## config.mk

```make
export PLATFORM = sky130hd
export DESIGN_NAME = nec_ir_frame_transmitter_core
export DESIGN_NICKNAME = d
export VERILOG_FILES = /design/src/rtl/core/necir_pkg.sv /design/src/rtl/core/necir_step.sv /design/src/rtl/core/nec_ir_frame_transmitter_core.sv
export SDC_FILE = /design/constraint.sdc
export NUM_CORES = 1
export LEC_CHECK = 0
export ABC_CLOCK_PERIOD_IN_PS = 6370
export BUFFER_PORTS_ARGS = -buffer_cell sky130_fd_sc_hd__buf_2
export CAP_MARGIN = 25
export CORE_ASPECT_RATIO = 0.75
export CORE_UTILIZATION = 29
export DETAILED_ROUTE_END_ITERATION = 6
export GPL_ROUTABILITY_DRIVEN = 0
export SLEW_MARGIN = 20
export SYNTH_ARGS = -nofsm -noshare
export SYNTH_HDL_FRONTEND = slang
export SYNTH_HIERARCHICAL = 1
export SYNTH_SLANG_ARGS = --single-unit
```

## constraint.sdc

```tcl
create_clock -name clk -period 6.37 [get_ports clk]
set_input_delay 0.9555 -clock clk [delete_from_list [all_inputs] [get_ports clk]]
set_output_delay 0.9555 -clock clk [all_outputs]
set_load 0.01 [all_outputs]
```

## src/rtl/core/necir_pkg.sv

```systemverilog
// ----------------------------------------------------------------------------
// necir_pkg
// Shared types and timing constants for the NEC IR frame transmitter core.
// ----------------------------------------------------------------------------
package necir_pkg;

    // Interval lengths in timer units
    localparam logic [13:0] T_HEADER = 14'd9000;
    localparam logic [13:0] T_LEAD   = 14'd4500;
    localparam logic [13:0] T_SHORT  = 14'd562;
    localparam logic [13:0] T_LONG   = 14'd1687;

    // Last bit index within one byte of the frame
    localparam logic [2:0]  BIT_LAST = 3'd7;

    // Event codes on the input channel
    localparam logic CMD_SEND   = 1'b0;
    localparam logic CMD_EXPIRE = 1'b1;

    typedef enum logic [6:0] {
        PH_IDLE  = 7'b000_0001,
        PH_LEAD  = 7'b000_0010,
        PH_ADDR  = 7'b000_0100,
        PH_ADDRI = 7'b000_1000,
        PH_CMD   = 7'b001_0000,
        PH_CMDI  = 7'b010_0000,
        PH_FINAL = 7'b100_0000
    } phase_t;

    typedef struct packed {
        logic       cmd;
        logic [7:0] address_byte;
        logic [7:0] command_byte;
    } in_t;

    typedef struct packed {
        logic        carrier_on;
        logic        timer_running;
        logic        load_strobe;
        logic [13:0] load_value;
        logic        accepted;
    } out_t;

    typedef struct packed {
        phase_t      phase;
        logic [31:0] frame_bits;
        logic [2:0]  bit_count;
        logic        mark_next;
        logic        carrier_level;
        logic        timer_enabled;
    } state_t;

endpackage

```

## src/rtl/core/necir_step.sv

```systemverilog
// ----------------------------------------------------------------------------
// necir_step
// Next-state and result logic for one event of the frame sequencer.
// ----------------------------------------------------------------------------
module necir_step (
    input  necir_pkg::state_t cur,
    input  necir_pkg::in_t    item,
    input  logic [9:0]        comp,
    output necir_pkg::state_t nxt,
    output necir_pkg::out_t   res
);

    logic [13:0] mark_len;
    logic [13:0] one_len;
    logic [13:0] comp_ext;

    assign comp_ext = {4'd0, comp};
    // Mark saturates at zero; the long space can never go negative
    assign mark_len = (comp_ext >= necir_pkg::T_SHORT) ? 14'd0
                                                       : necir_pkg::T_SHORT - comp_ext;
    assign one_len  = necir_pkg::T_LONG - comp_ext;

    always_comb
    begin
        nxt          = cur;
        res.load_strobe = 1'b0;
        res.load_value  = 14'd0;
        res.accepted    = 1'b0;

        if (item.cmd == necir_pkg::CMD_SEND)
        begin
            if (cur.phase == necir_pkg::PH_IDLE)
            begin
                nxt.frame_bits    = {item.address_byte, ~item.address_byte,
                                     item.command_byte, ~item.command_byte};
                nxt.mark_next     = 1'b1;
                nxt.phase         = necir_pkg::PH_LEAD;
                nxt.carrier_level = 1'b1;
                nxt.timer_enabled = 1'b1;
                res.load_strobe   = 1'b1;
                res.load_value    = necir_pkg::T_HEADER;
                res.accepted      = 1'b1;
            end
        end
        else
        begin
            case (cur.phase)
                necir_pkg::PH_IDLE:
                begin
                    nxt.timer_enabled = 1'b0;
                    nxt.carrier_level = 1'b0;
                end
                necir_pkg::PH_LEAD:
                begin
                    nxt.carrier_level = 1'b0;
                    res.load_strobe   = 1'b1;
                    res.load_value    = necir_pkg::T_LEAD;
                    nxt.phase         = necir_pkg::PH_ADDR;
                    nxt.bit_count     = 3'd0;
                end
                necir_pkg::PH_ADDR, necir_pkg::PH_ADDRI,
                necir_pkg::PH_CMD,  necir_pkg::PH_CMDI:
                begin
                    res.load_strobe = 1'b1;
                    if (cur.mark_next)
                    begin
                        nxt.carrier_level = 1'b1;
                        res.load_value    = mark_len;
                    end
                    else
                    begin
                        nxt.carrier_level = 1'b0;
                        res.load_value    = cur.frame_bits[31] ? one_len
                                                               : necir_pkg::T_SHORT;
                        nxt.frame_bits    = {cur.frame_bits[30:0], 1'b0};
                        if (cur.bit_count == necir_pkg::BIT_LAST)
                        begin
                            nxt.bit_count = 3'd0;
                            case (cur.phase)
                                necir_pkg::PH_ADDR:  nxt.phase = necir_pkg::PH_ADDRI;
                                necir_pkg::PH_ADDRI: nxt.phase = necir_pkg::PH_CMD;
                                necir_pkg::PH_CMD:   nxt.phase = necir_pkg::PH_CMDI;
                                default:             nxt.phase = necir_pkg::PH_FINAL;
                            endcase
                        end
                        else
                        begin
                            nxt.bit_count = cur.bit_count + 3'd1;
                        end
                    end
                    nxt.mark_next = ~cur.mark_next;
                end
                necir_pkg::PH_FINAL:
                begin
                    nxt.carrier_level = 1'b1;
                    res.load_strobe   = 1'b1;
                    res.load_value    = necir_pkg::T_SHORT;
                    nxt.phase         = necir_pkg::PH_IDLE;
                end
                default:
                begin
                    nxt = cur;
                end
            endcase
        end

        res.carrier_on    = nxt.carrier_level;
        res.timer_running = nxt.timer_enabled;
    end

endmodule

```

## src/rtl/core/nec_ir_frame_transmitter_core.sv

```systemverilog
// ----------------------------------------------------------------------------
// nec_ir_frame_transmitter_core
// NEC IR frame sequencer driven by send requests and timer-expiry events.
// ----------------------------------------------------------------------------
// Results are registered and appear in the cycle after their input transfer.
// Throughput: one event per cycle unless out_ready stalls; sequencer state
//   and result come from one necir_step pass and are registered together.
// Reset (rst_n low, asynchronous): sequencer idle, carrier and timer off,
//   compensation 0, output register empty.
module nec_ir_frame_transmitter_core (
    input  logic            clk,
    input  logic            rst_n,
    // Event channel
    input  logic            in_valid,
    output logic            in_ready,
    input  necir_pkg::in_t  in_data,
    // Result channel
    output logic            out_valid,
    input  logic            out_ready,
    output necir_pkg::out_t out_data,
    // Compensation register write
    input  logic            cfg_we,
    input  logic [9:0]      cfg_data
);

    // Sequencer state, updated on every accepted event
    necir_pkg::state_t state_reg;
    necir_pkg::state_t state_next;
    necir_pkg::out_t   result;

    // Output register: holds the result until the downstream transfer
    necir_pkg::out_t   out_reg;
    logic              out_valid_reg;

    logic [9:0]        comp_reg;
    logic              in_xfer;

    // Ready whenever the output slot is empty or is being drained this cycle,
    // so events stream back to back while downstream keeps up.
    assign in_ready = ~out_valid_reg | out_ready;
    assign in_xfer  = in_valid & in_ready;

    necir_step u_step (
        .cur  (state_reg),
        .item (in_data),
        .comp (comp_reg),
        .nxt  (state_next),
        .res  (result)
    );

    // Compensation applies to marks and one-spaces; user must write it only while idle (unenforced)
    always_ff @(posedge clk or negedge rst_n)
    begin
        if (!rst_n)
        begin
            comp_reg <= 10'd0;
        end
        else if (cfg_we)
        begin
            comp_reg <= cfg_data;
        end
    end

    always_ff @(posedge clk or negedge rst_n)
    begin
        if (!rst_n)
        begin
            state_reg.phase         <= necir_pkg::PH_IDLE;
            state_reg.frame_bits    <= 32'd0;
            state_reg.bit_count     <= 3'd0;
            state_reg.mark_next     <= 1'b1;
            state_reg.carrier_level <= 1'b0;
            state_reg.timer_enabled <= 1'b0;
        end
        else if (in_xfer)
        begin
            state_reg <= state_next;
        end
    end

    always_ff @(posedge clk or negedge rst_n)
    begin
        if (!rst_n)
        begin
            out_valid_reg <= 1'b0;
        end
        else if (in_xfer)
        begin
            out_valid_reg <= 1'b1;
        end
        else if (out_ready)
        begin
            out_valid_reg <= 1'b0;
        end
    end

    // Payload register: no reset needed
    always_ff @(posedge clk)
    begin
        if (in_xfer)
        begin
            out_reg <= result;
        end
    end

    assign out_valid = out_valid_reg;
    assign out_data  = out_reg;

endmodule
```

==> results by stage <==
Run status:
- The flow ran to the end, but the final reports show violations.
- The final reports fail on DRC.

Timing:
- The count of final max-slew check failures is 0.
- The transition time at the pin with the least slew margin is 0.932 ns.
- The final critical path takes up 45.8% of the cycle.
- In this run the tightest slew margin relative to its limit is 37.7%.
- The final number of setup-violating endpoints is 0.
- The number of failing hold endpoints at the final stage is 0.
- The top achievable clock speed is 343 MHz.
- Setup repair after global routing left no endpoint under its margin.
- The summed negative setup slack over all endpoints is 0 ns.
- The clock period minus final worst setup slack is 2.92 ns.
- The worst-case clock skew is 0.00537 ns.

Finish:
- The synthesis-to-finish area growth is 12.4%.
- After the last flow step, the layout net total stands at 550.
- The repair_antennas step left the layout with diodes totalling 0.
- The utilization after layout is 33.9%.
- The fraction of final layout cells with drive strength greater than 1 is 32.4%.
- The flip-flop count of the largest register after layout is 45.

Power and ir drop:
- The power per cell area is 416 nW/um^2.
- The fraction of power consumed by the clock network is 21.9%.
- Summed over all cells, the static leakage comes to 2.36 nW.
- The design draws 2.30 mW.
- For this design the total switching power over the nets is 0.865 mW.
- The worst-case IR drop observed on VDD is 0.194 mV.
- The sequential group share of total power is 36.4%.
- The fraction of power spent switching nets is 37.6%.
- The internal power of the cells is 1.44 mW.
- The logic gate share of total power is 41.8%.

Routing:
- The total vias in the final route is 3,748.
- The total detailed-routing wirelength is 11,200 um.
- The detail-routed net length per standard cell is 15.4 um.
- For this run, design rule violations remaining after detail routing come to 4.
- The number of iterations in the first detailed-routing pass is 7.
- The detail route stage leaves a number of antenna-violating nets equal to 0.
- The via density per instance is 5.16.
- After the first detailed-routing iteration, the DRC count stood at 258.

Run:
- Across the run, the number of max-cap violations was 0.

Die:
- The initialized floorplan defines 40 standard-cell rows.
- The area of the core region is 16,300 sq um.
- The floorplan die width is 152 um.
- The initial cell density of the core is 30.2%.
- Measured along the y axis, the die boundary spans 115 um.
- In this run the count of I/O pins placed on the die edge is 52.
- The floorplan step defined a die boundary enclosing 17,500 sq um.

Clock network:
- The clock passes through at most 2 buffers.
- TritonCTS built the clock tree.
- The number of setup buffers added after CTS is 0.
- The number of buffers inserted for hold repair after clock tree synthesis is 0.
- The total of cells resized after clock tree synthesis is 0.
- The clock net in this run drives a total of 74 sinks.
- The later-pin clock latency in the skew report is 0.34 ns.
- The clock transition at the register clock pins on the worst setup and hold paths after CTS is 0.06 ns.
- The TritonCTS buffer count is 9.
- The tree is rooted in a sky130_fd_sc_hd__clkbuf_16.
- The count of H-tree levels built during CTS is 3.

Global route:
- The total overflow reported by the global router is 0.
- The initial antenna violation count was 1.
- Global routing used 13.2% of the available tracks.
- The number of global-route vias before repair is 3,606.
- The first global-routing pass estimated 18,300 um of wire.
- The pin count of the biggest net entering global routing is 57.

Worst setup path:
- The worst reg-to-reg setup slack is 3.45 ns.
- The endpoint of the worst-slack reg-to-reg timing path is state_reg[41].
- STA classifies the critical path endpoint as a flip-flop.
- The startpoint class of the critical path is a flip-flop.
- The data arrival time of the critical path is 3.15 ns.
- Tracing the worst setup path back leads to its startpoint at state_reg[42].
- The category of the critical setup timing path is reg -> reg.
- For the worst setup path, the data required time is 6.60 ns.
- Of all nets on the critical path, the largest fanout is 10.
- The worst register-to-register path has a depth of 7.
- The worst register-to-register path begins at state_reg[42].

Place:
- The detailed placement HPWL is 7230 um.
- The number of input and output port buffers inserted is 51.

Yosys:
- The number of nets in the synthesized netlist is 526.
- In the synthesized netlist the async set-or-reset flop fraction comes to 75.7%.
- The number of flops mapped to enable cells by yosys is 18.
- The most common flop cell mapped by yosys is sky130_fd_sc_hd__dfrtp_1.
- In the post-synthesis netlist, the biggest area contributors are sky130_fd_sc_hd__dfrtp_1 (27%), sky130_fd_sc_hd__mux2_4 (12%), sky130_fd_sc_hd__edfxtp_1 (11%), sky130_fd_sc_hd__nand2_1 (5.8%), sky130_fd_sc_hd__a31oi_1 (4.2%).
- The top cell type by total area after synthesis is sky130_fd_sc_hd__dfrtp_1.
- The proportion of synthesized chip area in sequential cells is 39.5%.
- For this run, the number of Yosys warnings is 6.
- After synthesis the netlist holds a flip-flop and latch count of 74.
- Synthesis instantiated 61 different standard cells from the library.
- The count of mapped cells out of synthesis is 487.
- The mean instance size in the synthesized netlist is 10.1 sq um.
- Ranked by instance count, the synthesized netlist is headed by sky130_fd_sc_hd__nand2_1 (76), sky130_fd_sc_hd__dfrtp_1 (54), sky130_fd_sc_hd__mux2_4 (39).
- sky130_fd_sc_hd__nand2_1 is the most common cell in the netlist.
- The cell area after synthesis is 4920 sq um.
- The area fraction of the dominant cell type after synthesis is 27.5%.

Min path:
- The hold path startpoint is state_reg[1].
- The class of the worst hold path is reg -> reg.
- The path with the worst hold slack has its endpoint at state_reg[1].
- The worst hold path stage count is 1.
## critical path, cell delays in order (launching register included)
cell and delay, ns:
sky130_fd_sc_hd__dfrtp_1 0.49, sky130_fd_sc_hd__nor4b_1 0.47, sky130_fd_sc_hd__a211oi_1 0.11, sky130_fd_sc_hd__or4_1 0.60
sky130_fd_sc_hd__inv_2 0.20, sky130_fd_sc_hd__and3_1 0.30, sky130_fd_sc_hd__mux2_2 0.37, sky130_fd_sc_hd__mux2_4 0.26
## stage by stage
step,cell area [sq um],setup WS (ns),std cells,hold slack [ns]
4_1_cts,5510,3.37,725,0.515
2_1_floorplan,4920,3.85,487,0.477
3_3_place_gp,5190,3.48,708,0.492
5_1_grt,5530,3.28,726,0.533
3_5_place_dp,5220,3.38,709,0.503
6_report,5530,3.45,726,0.514
## kinds of logic (layout without fill, tap and decap cells)
kind of cell / count (synthesis) / after routing / synth area share, %
compound gates: 127 / 127 / 18.1
flops: 74 / 74 / 39.5
buf+inv: 49 / 78 / 5.85
mux: 58 / 58 / 16.2
xor+xnor: 9 / 9 / 1.60
simple gates: 163 / 163 / 17.0
fa+ha+maj: 7 / 7 / 1.78
## per-layer routing
layer  share of wire (%)  global-route usage, %
met3                 5.8                   4.18
met5                0.12                      0
met1                  49                   17.8
met4                 1.0                   4.85
met2                  44                   19.9
## area by class of cell
cell class / count / area [sq um]
fillers: 1644 / 10800
clock inverters: 6 / 57.6
inverters: 7 / 26.3
repair buffers: 55 / 318
flip-flops and latches: 74 / 1940
multi-input cells: 364 / 2690
well taps: 210 / 263
clock buffers: 10 / 229
## layout by cell type, fill, tap and decap left out, types with 7 or more instances in the layout
cell,count
sky130_fd_sc_hd__nand2_1,76
sky130_fd_sc_hd__dfrtp_1,54
sky130_fd_sc_hd__buf_2,51
sky130_fd_sc_hd__mux2_4,39
sky130_fd_sc_hd__nor2_1,35
sky130_fd_sc_hd__a31oi_1,33
sky130_fd_sc_hd__o21ai_0,19
sky130_fd_sc_hd__mux2_2,18
sky130_fd_sc_hd__edfxtp_1,18
sky130_fd_sc_hd__a211oi_1,17
sky130_fd_sc_hd__a21oi_1,16
sky130_fd_sc_hd__o21ba_2,15
sky130_fd_sc_hd__nor2_4,11
sky130_fd_sc_hd__clkbuf_16,9
sky130_fd_sc_hd__nand3_1,7
sky130_fd_sc_hd__ha_1,7
## worst max path at each step
stage	to	slack, ns	cells after the start
floorplan	state_reg[41]	3.85	10
global placement	state_reg[18]	3.48	6
detailed placement	state_reg[16]	3.38	6
CTS	state_reg[16]	3.37	6
global route	state_reg[41]	3.28	7
finish	state_reg[41]	3.45	7
## power by group through the flow
stage	Combinational (mW)	Clock [mW]	Sequential, mW
final	0.962	0.503	0.838
after CTS	0.962	0.517	0.836
after detailed placement	0.957	0	0.841
after global routing	1.06	0.538	0.864
after floorplan	0.808	0	0.772
after global placement	0.899	0	0.830
Power figures use the tool's default switching activity.
